**config.mk**
```make
export PLATFORM = sky130hd
export DESIGN_NAME = pso_particle_update
export DESIGN_NICKNAME = d
export VERILOG_FILES = /design/src/ppu_pkg.sv /design/src/ppu_front.sv /design/src/ppu_back.sv /design/src/pso_particle_update.sv
export SDC_FILE = /design/constraint.sdc
export NUM_CORES = 2
export LEC_CHECK = 0
export ABC_AREA = 0
export BUFFER_PORTS_ARGS = -buffer_cell sky130_fd_sc_hd__buf_2
export CELL_PAD_IN_SITES_DETAIL_PLACEMENT = 0
export CELL_PAD_IN_SITES_GLOBAL_PLACEMENT = 2
export CORE_ASPECT_RATIO = 1.25
export CORE_UTILIZATION = 42
export DETAILED_ROUTE_END_ITERATION = 10
export HOLD_SLACK_MARGIN = 0.05
export PLACE_DENSITY = 0.75
export SLEW_MARGIN = 10
export SYNTH_ARGS = -nofsm -noshare
export SYNTH_HDL_FRONTEND = slang
export SYNTH_HIERARCHICAL = 1
export SYNTH_SLANG_ARGS = --single-unit
```
**constraint.sdc**
```tcl
create_clock -name clk -period 9.1 [get_ports clk]
set_input_delay 1.82 -clock clk [delete_from_list [all_inputs] [get_ports clk]]
set_output_delay 1.82 -clock clk [all_outputs]
set_load 0.01 [all_outputs]
```
**src/ppu_pkg.sv**
```systemverilog
// Shared types and constants of the particle update block.
`default_nettype none
package ppu_pkg;

  localparam int DIM_DEFAULT = 16;
  localparam int IDX_W       = 4;
  localparam int DATA_W      = 32;
  localparam int GAIN_W      = 16;
  localparam int RAND_W      = 16;
  localparam int LIMIT_W     = 31;
  localparam int CFG_IDX_W   = 3;
  localparam int QUEUE_DEPTH = 2;

  localparam logic signed [DATA_W-1:0] LOW_RESET     = 32'sd0;
  localparam logic signed [DATA_W-1:0] HIGH_RESET    = 32'sd65536;
  localparam logic [LIMIT_W-1:0]       LIMIT_RESET   = 31'd6554;
  localparam logic [GAIN_W-1:0]        INERTIA_RESET = 16'd2949;
  localparam logic [GAIN_W-1:0]        LGAIN_RESET   = 16'd6144;
  localparam logic [GAIN_W-1:0]        GGAIN_RESET   = 16'd6144;

  typedef enum logic [CFG_IDX_W-1:0] {
    REG_LOW     = 3'd0,
    REG_HIGH    = 3'd1,
    REG_LIMIT   = 3'd2,
    REG_INERTIA = 3'd3,
    REG_LGAIN   = 3'd4,
    REG_GGAIN   = 3'd5
  } cfg_reg_t;

  typedef enum logic [1:0] {
    OP_LOAD   = 2'd0,
    OP_STEP   = 2'd1,
    OP_BEST   = 2'd2,
    OP_UNUSED = 2'd3
  } op_code_t;

  // What the back end has to do with a request.
  typedef enum logic [2:0] {
    K_LOAD,
    K_STEP,
    K_BEST,
    K_SHOW,
    K_NULL
  } kind_t;

  typedef enum logic [3:0] {
    ST_IDLE,
    ST_FETCH,
    ST_K1,
    ST_K2,
    ST_WV,
    ST_T1,
    ST_T2,
    ST_SUM,
    ST_CLAMP,
    ST_REFL,
    ST_SAT,
    ST_OUT
  } state_t;

  typedef struct packed {
    kind_t                    kind;
    logic [IDX_W-1:0]         idx;
    logic signed [DATA_W-1:0] value;
    logic signed [DATA_W-1:0] gbest;
    logic [RAND_W-1:0]        r1;
    logic [RAND_W-1:0]        r2;
  } item_t;

  typedef struct packed {
    logic signed [DATA_W-1:0] low;
    logic signed [DATA_W-1:0] high;
    logic [LIMIT_W-1:0]       limit;
    logic [GAIN_W-1:0]        w;
    logic [GAIN_W-1:0]        c1;
    logic [GAIN_W-1:0]        c2;
  } cfg_t;

  typedef struct packed {
    logic [IDX_W-1:0]         idx;
    logic signed [DATA_W-1:0] pos;
    logic signed [DATA_W-1:0] vel;
    logic                     clamped;
    logic                     reflected;
  } result_t;

endpackage
`default_nettype wire

```
**src/ppu_front.sv**
```systemverilog
// Front end: classify incoming requests and hold them in a short queue.
`default_nettype none
module ppu_front #(
  parameter int DIM = ppu_pkg::DIM_DEFAULT
) (
  input  wire logic                            clk,
  input  wire logic                            rst,
  input  wire logic                            push,
  output logic                                 full,
  input  wire logic [1:0]                      operation,
  input  wire logic [ppu_pkg::IDX_W-1:0]       dim_index,
  input  wire logic signed [ppu_pkg::DATA_W-1:0] load_value,
  input  wire logic signed [ppu_pkg::DATA_W-1:0] global_best,
  input  wire logic [ppu_pkg::RAND_W-1:0]      rand_local,
  input  wire logic [ppu_pkg::RAND_W-1:0]      rand_global,
  output logic                                 item_valid,
  output ppu_pkg::item_t                       item,
  input  wire logic                            item_take
);

  ppu_pkg::item_t   queue [ppu_pkg::QUEUE_DEPTH];
  logic             wr_ptr;
  logic             rd_ptr;
  logic [1:0]       count;
  ppu_pkg::item_t   incoming;
  ppu_pkg::kind_t   kind;
  logic             in_range;
  logic             do_push;
  logic             do_pop;

  assign in_range = ({{(32-ppu_pkg::IDX_W){1'b0}}, dim_index} < 32'(DIM));

  always_comb begin
    unique case (ppu_pkg::op_code_t'(operation))
      ppu_pkg::OP_LOAD: kind = ppu_pkg::K_LOAD;
      ppu_pkg::OP_STEP: kind = ppu_pkg::K_STEP;
      ppu_pkg::OP_BEST: kind = ppu_pkg::K_BEST;
      default:          kind = ppu_pkg::K_SHOW;
    endcase
    if (!in_range) kind = ppu_pkg::K_NULL;
  end

  always_comb begin
    incoming.kind  = kind;
    incoming.idx   = dim_index;
    incoming.value = load_value;
    incoming.gbest = global_best;
    incoming.r1    = rand_local;
    incoming.r2    = rand_global;
  end

  assign full       = (count == 2'(ppu_pkg::QUEUE_DEPTH));
  assign item_valid = (count != 2'd0);
  assign item       = queue[rd_ptr];
  assign do_push    = push && !full;
  assign do_pop     = item_valid && item_take;

  always_ff @(posedge clk) begin
    if (do_push) queue[wr_ptr] <= incoming;
  end

  always_ff @(posedge clk) begin
    if (rst) begin
      wr_ptr <= 1'b0;
      rd_ptr <= 1'b0;
      count  <= 2'd0;
    end else begin
      if (do_push) wr_ptr <= ~wr_ptr;
      if (do_pop)  rd_ptr <= ~rd_ptr;
      count <= count + 2'(do_push) - 2'(do_pop);
    end
  end

endmodule
`default_nettype wire

```
**src/ppu_back.sv**
```systemverilog
// Back end: per-dimension stores, shared multiplier sequencer and result register.
`default_nettype none
module ppu_back #(
  parameter int DIM = ppu_pkg::DIM_DEFAULT
) (
  input  wire logic             clk,
  input  wire logic             rst,
  input  wire ppu_pkg::cfg_t    cfg,
  input  wire logic             item_valid,
  input  wire ppu_pkg::item_t   item,
  output logic                  item_take,
  output logic                  res_valid,
  output ppu_pkg::result_t      res,
  input  wire logic             res_pop
);

  localparam int SPAN  = 1 << ppu_pkg::IDX_W;
  localparam int DEPTH = (DIM < SPAN) ? DIM : SPAN;
  localparam int AW    = (DEPTH > 1) ? $clog2(DEPTH) : 1;

  logic signed [31:0] pos_store  [DEPTH];
  logic signed [31:0] vel_store  [DEPTH];
  logic signed [31:0] best_store [DEPTH];
  logic [DEPTH-1:0]   vel_valid;

  ppu_pkg::state_t    state, state_next;
  ppu_pkg::item_t     cur;
  logic [AW-1:0]      addr;
  logic signed [31:0] x_rd, v_rd, b_rd;

  logic signed [31:0] xr;
  logic signed [31:0] vel;
  logic signed [32:0] d1, d2;
  logic [15:0]        k1, k2;
  logic signed [49:0] prod;
  logic signed [39:0] acc;
  logic signed [35:0] posw;
  logic               clamped, reflected;

  logic signed [16:0] mul_a;
  logic signed [32:0] mul_b;
  logic signed [39:0] term;
  logic signed [39:0] lim40;
  logic signed [35:0] low36, high36, pw, sat;
  logic               fire;

  assign addr = cur.idx[AW-1:0];
  assign x_rd = pos_store[addr];
  assign b_rd = best_store[addr];
  assign v_rd = vel_valid[addr] ? vel_store[addr] : 32'sd0;

  // Floor shift by 12 of the registered product.
  assign term   = 40'(prod >>> 12);
  assign lim40  = 40'(signed'({1'b0, cfg.limit}));
  assign low36  = 36'(cfg.low);
  assign high36 = 36'(cfg.high);
  assign pw     = 36'(xr) + 36'(vel);

  always_comb begin
    sat = (posw < low36) ? low36 : posw;
    if (sat > high36) sat = high36;
  end

  // Next state.
  always_comb begin
    state_next = state;
    unique case (state)
      ppu_pkg::ST_IDLE:  if (item_valid) state_next = ppu_pkg::ST_FETCH;
      ppu_pkg::ST_FETCH: state_next = (cur.kind == ppu_pkg::K_STEP) ?
                                      ppu_pkg::ST_K1 : ppu_pkg::ST_OUT;
      ppu_pkg::ST_K1:    state_next = ppu_pkg::ST_K2;
      ppu_pkg::ST_K2:    state_next = ppu_pkg::ST_WV;
      ppu_pkg::ST_WV:    state_next = ppu_pkg::ST_T1;
      ppu_pkg::ST_T1:    state_next = ppu_pkg::ST_T2;
      ppu_pkg::ST_T2:    state_next = ppu_pkg::ST_SUM;
      ppu_pkg::ST_SUM:   state_next = ppu_pkg::ST_CLAMP;
      ppu_pkg::ST_CLAMP: state_next = ppu_pkg::ST_REFL;
      ppu_pkg::ST_REFL:  state_next = ppu_pkg::ST_SAT;
      ppu_pkg::ST_SAT:   state_next = ppu_pkg::ST_OUT;
      ppu_pkg::ST_OUT:   if (!res_valid || res_pop) state_next = ppu_pkg::ST_IDLE;
      default:           state_next = ppu_pkg::ST_IDLE;
    endcase
  end

  // Control outputs and multiplier operand select.
  always_comb begin
    item_take = (state == ppu_pkg::ST_IDLE) && item_valid;
    fire      = (state == ppu_pkg::ST_OUT) && (!res_valid || res_pop);
    mul_a     = 17'sd0;
    mul_b     = 33'sd0;
    unique case (state)
      ppu_pkg::ST_K1: begin
        mul_a = signed'({1'b0, cfg.c1});
        mul_b = signed'({17'd0, cur.r1});
      end
      ppu_pkg::ST_K2: begin
        mul_a = signed'({1'b0, cfg.c2});
        mul_b = signed'({17'd0, cur.r2});
      end
      ppu_pkg::ST_WV: begin
        mul_a = signed'({1'b0, cfg.w});
        mul_b = 33'(vel);
      end
      ppu_pkg::ST_T1: begin
        mul_a = signed'({1'b0, k1});
        mul_b = d1;
      end
      ppu_pkg::ST_T2: begin
        mul_a = signed'({1'b0, k2});
        mul_b = d2;
      end
      default: ;
    endcase
  end

  always_ff @(posedge clk) begin
    if (rst) state <= ppu_pkg::ST_IDLE;
    else     state <= state_next;
  end

  // Datapath of one request.
  always_ff @(posedge clk) begin
    prod <= mul_a * mul_b;
    if (item_take) cur <= item;
    unique case (state)
      ppu_pkg::ST_FETCH: begin
        clamped   <= 1'b0;
        reflected <= 1'b0;
        xr        <= x_rd;
        d1        <= 33'(b_rd) - 33'(x_rd);
        d2        <= 33'(cur.gbest) - 33'(x_rd);
        unique case (cur.kind)
          ppu_pkg::K_LOAD: begin
            posw <= 36'(cur.value);
            vel  <= 32'sd0;
          end
          ppu_pkg::K_NULL: begin
            posw <= 36'sd0;
            vel  <= 32'sd0;
          end
          default: begin
            posw <= 36'(x_rd);
            vel  <= v_rd;
          end
        endcase
      end
      ppu_pkg::ST_K2:  k1 <= prod[31:16];
      ppu_pkg::ST_WV:  k2 <= prod[31:16];
      ppu_pkg::ST_T1:  acc <= term;
      ppu_pkg::ST_T2:  acc <= acc + term;
      ppu_pkg::ST_SUM: acc <= acc + term;
      ppu_pkg::ST_CLAMP: begin
        if (acc > lim40) begin
          vel     <= signed'({1'b0, cfg.limit});
          clamped <= 1'b1;
        end else if (acc < -lim40) begin
          vel     <= -signed'({1'b0, cfg.limit});
          clamped <= 1'b1;
        end else begin
          vel <= acc[31:0];
        end
      end
      ppu_pkg::ST_REFL: begin
        if (pw < low36) begin
          posw      <= (low36 <<< 1) - pw;
          vel       <= -vel;
          reflected <= 1'b1;
        end else if (pw > high36) begin
          posw      <= (high36 <<< 1) - pw;
          vel       <= -vel;
          reflected <= 1'b1;
        end else begin
          posw <= pw;
        end
      end
      ppu_pkg::ST_SAT: posw <= sat;
      default: ;
    endcase
  end

  // Store writes take effect as the result is handed over.
  always_ff @(posedge clk) begin
    if (fire) begin
      case (cur.kind)
        ppu_pkg::K_LOAD: begin
          pos_store[addr]  <= cur.value;
          best_store[addr] <= cur.value;
          vel_store[addr]  <= 32'sd0;
        end
        ppu_pkg::K_BEST: best_store[addr] <= cur.value;
        ppu_pkg::K_STEP: begin
          pos_store[addr] <= posw[31:0];
          vel_store[addr] <= vel;
        end
        default: ;
      endcase
    end
  end

  always_ff @(posedge clk) begin
    if (rst) begin
      vel_valid <= '0;
    end else if (fire && (cur.kind == ppu_pkg::K_LOAD || cur.kind == ppu_pkg::K_STEP)) begin
      vel_valid[addr] <= 1'b1;
    end
  end

  always_ff @(posedge clk) begin
    if (fire) begin
      res.idx       <= cur.idx;
      res.pos       <= posw[31:0];
      res.vel       <= vel;
      res.clamped   <= clamped;
      res.reflected <= reflected;
    end
  end

  always_ff @(posedge clk) begin
    if (rst)          res_valid <= 1'b0;
    else if (fire)    res_valid <= 1'b1;
    else if (res_pop) res_valid <= 1'b0;
  end

  a_clamp_magnitude: assert property (@(posedge clk) disable iff (rst)
    (state == ppu_pkg::ST_REFL && clamped) |->
      (vel == signed'({1'b0, cfg.limit}) || vel == -signed'({1'b0, cfg.limit})))
    else $error("clamped velocity does not sit on the speed limit");

  a_pos_in_range: assert property (@(posedge clk) disable iff (rst)
    (state == ppu_pkg::ST_OUT && cur.kind == ppu_pkg::K_STEP && cfg.low <= cfg.high) |->
      (posw >= low36 && posw <= high36))
    else $error("stepped position left the search range");

  a_result_source: assert property (@(posedge clk) disable iff (rst)
    $rose(res_valid) |-> $past(state == ppu_pkg::ST_OUT))
    else $error("result appeared without a finished request");

  a_take_idle: assert property (@(posedge clk) disable iff (rst)
    item_take |=> (state == ppu_pkg::ST_FETCH))
    else $error("taken request did not enter fetch");

endmodule
`default_nettype wire

```
**src/pso_particle_update.sv**
```systemverilog
// Top level of the particle update block: configuration registers, front and back ends.
//
// Usage:
//   Requests enter through a queue-like port: drive the fields and raise push;
//   a request is taken at a clock edge with push high and full low. The front
//   end classifies each request and holds up to two in a small queue.
//   Results leave through a queue-like port: while empty is low the oldest
//   result sits on out_index, new_position, new_velocity, was_clamped and
//   was_reflected; pop at an edge with empty low takes it.
//   Every request gives exactly one result, in request order.
// Sequencing:
//   The back end works on one request at a time. A step walks five products
//   through one shared 17x33 multiplier, then clamp, reflect and saturate.
//   Load, set-best, unused-code and out-of-range requests skip the multiplier
//   and go straight from fetch to the output state. The shared multiplier
//   sequence sets the step rate.
// Reset and stalls:
//   rst (synchronous) restores register defaults, zeroes all velocities and
//   empties both queues. When the receiver holds off pop, the finished result
//   waits in the output register; the back end stalls on its next result, and
//   the front queue keeps taking requests until it is full.
// Configuration: write cfg_data to register cfg_index when cfg_write is high,
//   only while no request is in flight.
`default_nettype none
module pso_particle_update #(
  parameter int DIM = ppu_pkg::DIM_DEFAULT
) (
  input  wire logic                                clk,
  input  wire logic                                rst,
  input  wire logic                                cfg_write,
  input  wire logic [ppu_pkg::CFG_IDX_W-1:0]       cfg_index,
  input  wire logic [ppu_pkg::DATA_W-1:0]          cfg_data,
  input  wire logic                                push,
  output logic                                     full,
  input  wire logic [1:0]                          operation,
  input  wire logic [ppu_pkg::IDX_W-1:0]           dim_index,
  input  wire logic signed [ppu_pkg::DATA_W-1:0]   load_value,
  input  wire logic signed [ppu_pkg::DATA_W-1:0]   global_best,
  input  wire logic [ppu_pkg::RAND_W-1:0]          rand_local,
  input  wire logic [ppu_pkg::RAND_W-1:0]          rand_global,
  output logic                                     empty,
  input  wire logic                                pop,
  output logic [ppu_pkg::IDX_W-1:0]                out_index,
  output logic signed [ppu_pkg::DATA_W-1:0]        new_position,
  output logic signed [ppu_pkg::DATA_W-1:0]        new_velocity,
  output logic                                     was_clamped,
  output logic                                     was_reflected
);

  ppu_pkg::cfg_t    cfg;
  ppu_pkg::item_t   item;
  ppu_pkg::result_t res;
  logic             item_valid;
  logic             item_take;
  logic             res_valid;

  // Configuration registers; unknown indexes are dropped.
  always_ff @(posedge clk) begin
    if (rst) begin
      cfg.low   <= ppu_pkg::LOW_RESET;
      cfg.high  <= ppu_pkg::HIGH_RESET;
      cfg.limit <= ppu_pkg::LIMIT_RESET;
      cfg.w     <= ppu_pkg::INERTIA_RESET;
      cfg.c1    <= ppu_pkg::LGAIN_RESET;
      cfg.c2    <= ppu_pkg::GGAIN_RESET;
    end else if (cfg_write) begin
      unique case (ppu_pkg::cfg_reg_t'(cfg_index))
        ppu_pkg::REG_LOW:     cfg.low   <= cfg_data;
        ppu_pkg::REG_HIGH:    cfg.high  <= cfg_data;
        ppu_pkg::REG_LIMIT:   cfg.limit <= cfg_data[ppu_pkg::LIMIT_W-1:0];
        ppu_pkg::REG_INERTIA: cfg.w     <= cfg_data[ppu_pkg::GAIN_W-1:0];
        ppu_pkg::REG_LGAIN:   cfg.c1    <= cfg_data[ppu_pkg::GAIN_W-1:0];
        ppu_pkg::REG_GGAIN:   cfg.c2    <= cfg_data[ppu_pkg::GAIN_W-1:0];
        default: ;
      endcase
    end
  end

  ppu_front #(.DIM(DIM)) u_front (
    .clk         (clk),
    .rst         (rst),
    .push        (push),
    .full        (full),
    .operation   (operation),
    .dim_index   (dim_index),
    .load_value  (load_value),
    .global_best (global_best),
    .rand_local  (rand_local),
    .rand_global (rand_global),
    .item_valid  (item_valid),
    .item        (item),
    .item_take   (item_take)
  );

  ppu_back #(.DIM(DIM)) u_back (
    .clk        (clk),
    .rst        (rst),
    .cfg        (cfg),
    .item_valid (item_valid),
    .item       (item),
    .item_take  (item_take),
    .res_valid  (res_valid),
    .res        (res),
    .res_pop    (pop)
  );

  assign empty         = !res_valid;
  assign out_index     = res.idx;
  assign new_position  = res.pos;
  assign new_velocity  = res.vel;
  assign was_clamped   = res.clamped;
  assign was_reflected = res.reflected;

endmodule
`default_nettype wire

```
### After elaboration in Yosys (flattened, before gate mapping)

Memories as Yosys holds them, arrays and structs flattened. A register that Yosys moved wholly into a read port is not among the register bits.
Cells that the tools add are included.

| operators by class | value |
|---|---|
| reduce and logical (&&, ||, !) cells | 33 |
| eq/ne operators | 26 |
| $mul | 1 |
| multiplexer cells | 47 |
| $add $sub $neg | 11 |
| div/mod/pow operators | 0 |
| order comparisons | 8 |
| shifts and indexed selects | 0 |
| bitwise gates (word level) | 6 |

Operators with widths:

| operator | number |
|---|---|
| $mux W32 | 9 |
| $pmux W33 S5 | 1 |
| $mux W36 | 4 |
| $pmux W36 S3 | 1 |
| $pmux W32 S3 | 1 |
| $pmux W16 S5 | 1 |
| $pmux W40 S2 | 1 |
| $pmux W36 S2 | 1 |
| $sub A33 B33 Y34 | 2 |
| $sub A32 B32 Y33 | 2 |
| $mul A17 B33 Y50 | 1 |
| $pmux W4 S12 | 1 |
| $add A40 B38 Y40 | 1 |
| $gt A40 B32 Y1 | 1 |
| $lt A40 B40 Y1 | 1 |
| $neg A31 Y40 | 1 |
| $gt A36 B32 Y1 | 1 |
| $lt A36 B32 Y1 | 1 |
| $add A32 B32 Y33 | 1 |
| $gt A33 B32 Y1 | 1 |
| $lt A33 B32 Y1 | 1 |
| $neg A31 Y32 | 1 |
| $neg A32 Y32 | 1 |
| $reduce_and A2 Y1 | 10 |
| 33 further kinds | 86 |

| word-level totals | value |
|---|---|
| bits of input ports | 142 |
| output and inout bits | 72 |
| bits in read-only memories | 0 |
| register bits | 531 |
| memory bits (writable) | 1740 |
| latch bits | 0 |
| memories kept | 4 |
| word-level logic and storage cells | 165 |

Memories:

| name | words | bits a word | rd ports | clocked after Yosys merged registers in | write ports | RTL line | RTL |
|---|---|---|---|---|---|---|---|
| u_back.best_store | 16 | 32 | 1 | 0 | 1 | ppu_back.sv:23 | `logic signed [31:0] best_store [DEPTH];` |
| u_back.pos_store | 16 | 32 | 1 | 0 | 1 | ppu_back.sv:21 | `logic signed [31:0] pos_store [DEPTH];` |
| u_back.vel_store | 16 | 32 | 1 | 0 | 1 | ppu_back.sv:22 | `logic signed [31:0] vel_store [DEPTH];` |
| u_front.queue | 2 | 102 | 1 | 1 | 1 | ppu_front.sv:21 | `ppu_pkg::item_t queue [ppu_pkg::QUEUE_DEPTH];` |

### Longest topological paths before layout

| depth | value |
|---|---|
| depth after elaboration | 6 |
| depth in mapped cells | 32 |

### Cells and area by module

The synthesis kept the hierarchy.

Modules (own cells, without submodules):

| module | seq. area each (um2) | area each (um2) | cells an instance | instances |
|---|---|---|---|---|
| ppu_back | 59787.3 | 112065.0 | 8168 | 1 |
| ppu_front | 6226.0 | 7637.3 | 348 | 1 |
| pso_particle_update | 2862.7 | 5706.7 | 524 | 1 |

### Worst setup path after synthesis

Ideal clock, no wire load.

| timing | value |
|---|---|
| path type | input port to flip-flop |
| from | in pop |
| to | mem u_back.pos_store[0][0], enable pin |
| cell stages on the path | 6 |
| buffers on the path | 0 |
| data required time | 8533 ps |
| setup slack | -97 ps |
| arrival time | 8630 ps |
| setup time | 567 ps |
| path through | nor2b_1 -> or3_1 -> inv_1 -> nand2_1 -> or3_1 -> nor3_1 |

| on the way | value |
|---|---|
| word-level cells in the longest chain between the ends | 5 |
| elaborated cells on any way between the ends | 7 |
| those cells by class | mux (4); bitwise (1); reduce/logical (2) |

RTL lines:

| what | RTL line | RTL |
|---|---|---|
| start: declaration | pso_particle_update.sv:42 | `input wire logic pop,` |
| $logic_or A1 B1 Y1 * | ppu_back.sv:88 | `fire = (state == ppu_pkg::ST_OUT) && (!res_valid \|\| res_pop);` |
| $logic_and A1 B1 Y1 * | ppu_back.sv:88 |  |
| via u_back.fire | ppu_back.sv:45 | `logic fire;` |
| $mux W1 | ppu_back.sv:183 | `if (fire) begin` |
| $mux W1 (on tied branches) | ppu_back.sv:186, ppu_back.sv:192 |  |
| $or A1 B1 Y1 (no source line) * | n/a |  |
| end: declaration | ppu_back.sv:21 |  |

Mark *: on every way through the listed nets, which the timed path passes. The rest lies on a longest branch.

### Final worst setup path

| timing | value |
|---|---|
| from | reg u_back.state[2] |
| to | reg u_back.prod[44] |

| on the way | value |
|---|---|
| word-level cells in the longest chain between the ends | 3 |
| elaborated cells on any way between the ends | 8 |
| those cells by class | mul (1); eq/ne (5); mux (2) |

RTL lines:

| what | RTL line | RTL |
|---|---|---|
| start: declaration | ppu_back.sv:26 | `ppu_pkg::state_t state, state_next;` |
| start signal: assignment | ppu_back.sv:117 | `if (rst) state <= ppu_pkg::ST_IDLE;` |
| start signal: assignment | ppu_back.sv:118 | `else state <= state_next;` |
| $eq A4 B3 Y1 or $eq A4 B2 Y1 (tied branches) | ppu_back.sv:91 | `unique case (state)` |
| $pmux W16 S5 or $pmux W33 S5 (tied branches) | ppu_back.sv:91 |  |
| $mul A17 B33 Y50 * | ppu_back.sv:123 | `prod <= mul_a * mul_b;` |
| end signal: assignment | ppu_back.sv:123 |  |
| end: declaration | ppu_back.sv:35 | `logic signed [49:0] prod;` |

Every way passes the cells marked *; elsewhere a longest branch is shown, timed or not.
A chain may end at the register's enable or synchronous reset.

==> run metrics <==
combinational family with the most area after synthesis=adder cells; core footprint=296000 µm²; # rows=223; first-pass GRT wire length=579400 µm; post-synthesis simple-gate area fraction=7.824%; chip width=490.7 µm; Pwr Density=340.8 nW/µm²; Pleak=52.48 nW; WS Path Type=reg2reg; global route overflow=0; share of flip-flops with an asynchronous set or reset=0%; cell mode on critical path=fa_1; R2R Path End=u_back/prod[44]$_DFF_P_; RSZ-0062 raised after global routing=no; Clock Latency Late Sink=0.94 ns; Synth cell types=102; Total Routing Usage GR=26.95%; Top FF cell, synth=edfxtp_1; Max Slew Vio Count=0; Syn Nets=10220; CP arrival=9.48 ns; CTS buffer count=242; Port Buffers=213; synthesized instance count=9040; Fmax achieved=0.1155 GHz; clock slew at reported path FFs=0.07 ns; CTS tree=done; Synth Cell Area=125400 µm²; Worst Path Required=9.93 ns; die footprint=300800 µm²; Hold Fails Final Rpt=0; Starting Density=42.36%; post-synthesis adder-cell area fraction=13.34%; Avg Inst Size Synth=13.87 µm²; Non-Filler Instances=13490; setup TNS=0 ns; Final #Nets=10520; crit start category=register; CP max-delay cell=a21oi_1; largest net degree at the start of global routing=120; initial antenna violation count=26; Synth Register Bits=2364; VDD IR max=276.9 µV; sequential fraction of the synthesis area=54.92%; YS warnings=6; worst min path class=reg2reg; maximum clock path buffer count=4; crit path capture type=register; Worst setup startpoint=u_back/state[2]$_SDFFE_PP0P_; # resized after CTS=0; Worst-Margin Slew=1.246 ns; wire per inst=30.39 µm; Initial DRC Count=7730; Post-Synth XOR/XNOR Area=1.683%; Post-CTS Setup Bufs=0; worst-path fanout max=33; Stages on worst setup path=28; Clock Root Buffer=clkbuf_16; hold slack=0.4586 ns; vias=78950; ANT nets after route=0; Routed WL=410100 µm; Area Growth Syn to Fin=11.75%; I/O Pins=214; post-layout min period=8.655 ns; DRC Markers=0; Buf+Inv Stages, Crit Path=7; ratio of cells with drive above 1 in the final layout=17.01%; vias in the first global route=80110; Max-cap violations=0; fin crit share=95.11%; CP peak stage delay=0.72 ns; Worst R2R Setup Slack=0.44 ns; clk sinks=2364; die span in y=612.9 µm; Top delay family on crit path=adder cells; dpl hpwl=293300 µm; H-Tree Depth=4; drt via density=5.850; RePlAce Congestion=0.9409; CP endpoint=u_back/prod[44]$_DFF_P_; setup violators final=0; Worst slew margin=16.93%; Worst Clk Skew=0.1072 ns; number of synthesized flops with an enable pin=2153; first-pass iteration count of the detailed router=6; mux contribution to synthesized area=11.86%; Worst R2R Start=u_back/state[2]$_SDFFE_PP0P_; Inst Count DP=13040; area fraction in compound gates after synthesis=6.382%; Post-CTS Hold Fix Bufs=0; reg2reg path depth=28; outcome=finished, final reports clean
layer usage:
metal | global-route usage, % | vias up | part of all wire (%)
met5 | 0 | - | 0.0095
met4 | 13.34 | 6 | 5.6
met3 | 3.084 | 685 | 6.2
met2 | 44.91 | 3132 | 48
met1 | 34.95 | 41120 | 40
li1 | - | 34010 | -
how the worst min path moves through the flow:
stage                               startpoint  cells past startpoint  slack [ns]                      end
finish              u_back/reflected$_DFFE_PP_                      0        0.46  u_back/res[0]$_DFFE_PP_
global route        u_back/reflected$_DFFE_PP_                      0        0.47  u_back/res[0]$_DFFE_PP_
CTS                 u_back/reflected$_DFFE_PP_                      0        0.46  u_back/res[0]$_DFFE_PP_
detailed placement  u_back/reflected$_DFFE_PP_                      0        0.43  u_back/res[0]$_DFFE_PP_
global placement    u_back/reflected$_DFFE_PP_                      0        0.43  u_back/res[0]$_DFFE_PP_
floorplan           u_back/reflected$_DFFE_PP_                      0        0.40  u_back/res[0]$_DFFE_PP_
sequential cells by signal, summed over array words and instances, names as in the netlist, 2 cells and up, named ones only:
register	flops
cfg	143
u_back/acc	40
u_back/addr	4
u_back/best_store	512
u_back/cur	99
u_back/d1	33
u_back/d2	33
u_back/k1	16
u_back/k2	16
u_back/pos_store	512
u_back/posw	36
u_back/prod	38
u_back/res	70
u_back/state	4
u_back/vel	32
u_back/vel_store	512
u_back/vel_valid	16
u_back/xr	32
u_front/count	2
u_front/queue	204
layout by cell type, fill, tap and decap left out, types with 70 or more instances in the layout:
cell / synthesis / layout
a21o_1: 99 / 99
a21oi_1: 354 / 353
and3_1: 114 / 114
buf_2: 69 / 212
buf_4: 7 / 209
clkbuf_16: 0 / 246
dfxtp_1: 211 / 206
edfxtp_1: 2153 / 2153
fa_1: 507 / 507
ha_1: 526 / 526
inv_1: 895 / 890
mux2_2: 183 / 183
mux2i_1: 162 / 162
mux4_2: 484 / 484
nand2_1: 704 / 703
nand2b_1: 217 / 216
nand3_1: 99 / 99
nand4_1: 94 / 94
nor2_1: 512 / 483
nor3_1: 88 / 76
o21ai_0: 230 / 230
xnor2_1: 171 / 171
xor2_1: 70 / 70
stage by stage:
stage	setup slack [ns]	util [%]	power, W	cell area [µm²]
3_5_place_dp	0.5015	44.62	0.03753	132100
6_report	0.4449	47.34	0.04776	140100
2_1_floorplan	0.9170	-	0.02900	125400
3_3_place_gp	0.5305	44.62	0.03744	132100
4_1_cts	0.4823	47.32	0.04774	140100
5_1_grt	0.04960	47.33	0.04988	140100
layout make-up:
| class | count | area [µm²] |
|---|---|---|
| flip-flops and latches | 2364 | 68890 |
| multi-input cells | 5402 | 51970 |
| clock inverters | 156 | 1628 |
| repair buffers | 437 | 2942 |
| fillers | 25770 | 155900 |
| clock buffers | 286 | 6366 |
| well taps | 3937 | 4926 |
| diodes | 16 | 40.04 |
| inverters | 896 | 3376 |
cell usage after synthesis (38+ instances only):
master    number  area share, %
mux2i_1      162            1.3
nor3_1        88           0.35
o21a_1        52           0.31
nand2b_1     217            1.1
o211ai_1      58           0.35
a21oi_1      354            1.4
a211oi_1      45           0.27
buf_2         69           0.28
xnor2_1      171            1.2
nor2_1       512            1.5
ha_1         526            5.2
clkbuf_1     262           0.78
nand3_1       99           0.40
o21ai_0      230           0.92
nand2_1      704            2.1
dfxtp_1      211            3.4
mux4_2       484            8.7
nand4_1       94           0.47
nor2b_1       38           0.19
a22oi_1       40           0.24
mux2_2       183            1.6
xor2_1        70           0.49
fa_1         507            8.1
inv_1        895            2.7
edfxtp_1    2153             52
a21o_1        99           0.59
and3_1       114           0.57
cell families after synthesis:
group	count (synthesis)
XOR/XNOR	241
adder cells (fa/ha/maj)	1033
other	1
AND/OR/NAND/NOR	2056
AO/OA/AOI/OAI	1223
buffers and inverters	1274
multiplexers	848
flip-flops	2364
power breakdown:
group	leakage, nW	internal (W)	switching, W
registers	22.1	0.0140	0.00151
clock network	3.88	0.00575	0.00436
logic	26.5	0.00797	0.0142
total	52.5	0.0277	0.0201
(Power assumes the default switching activity.)
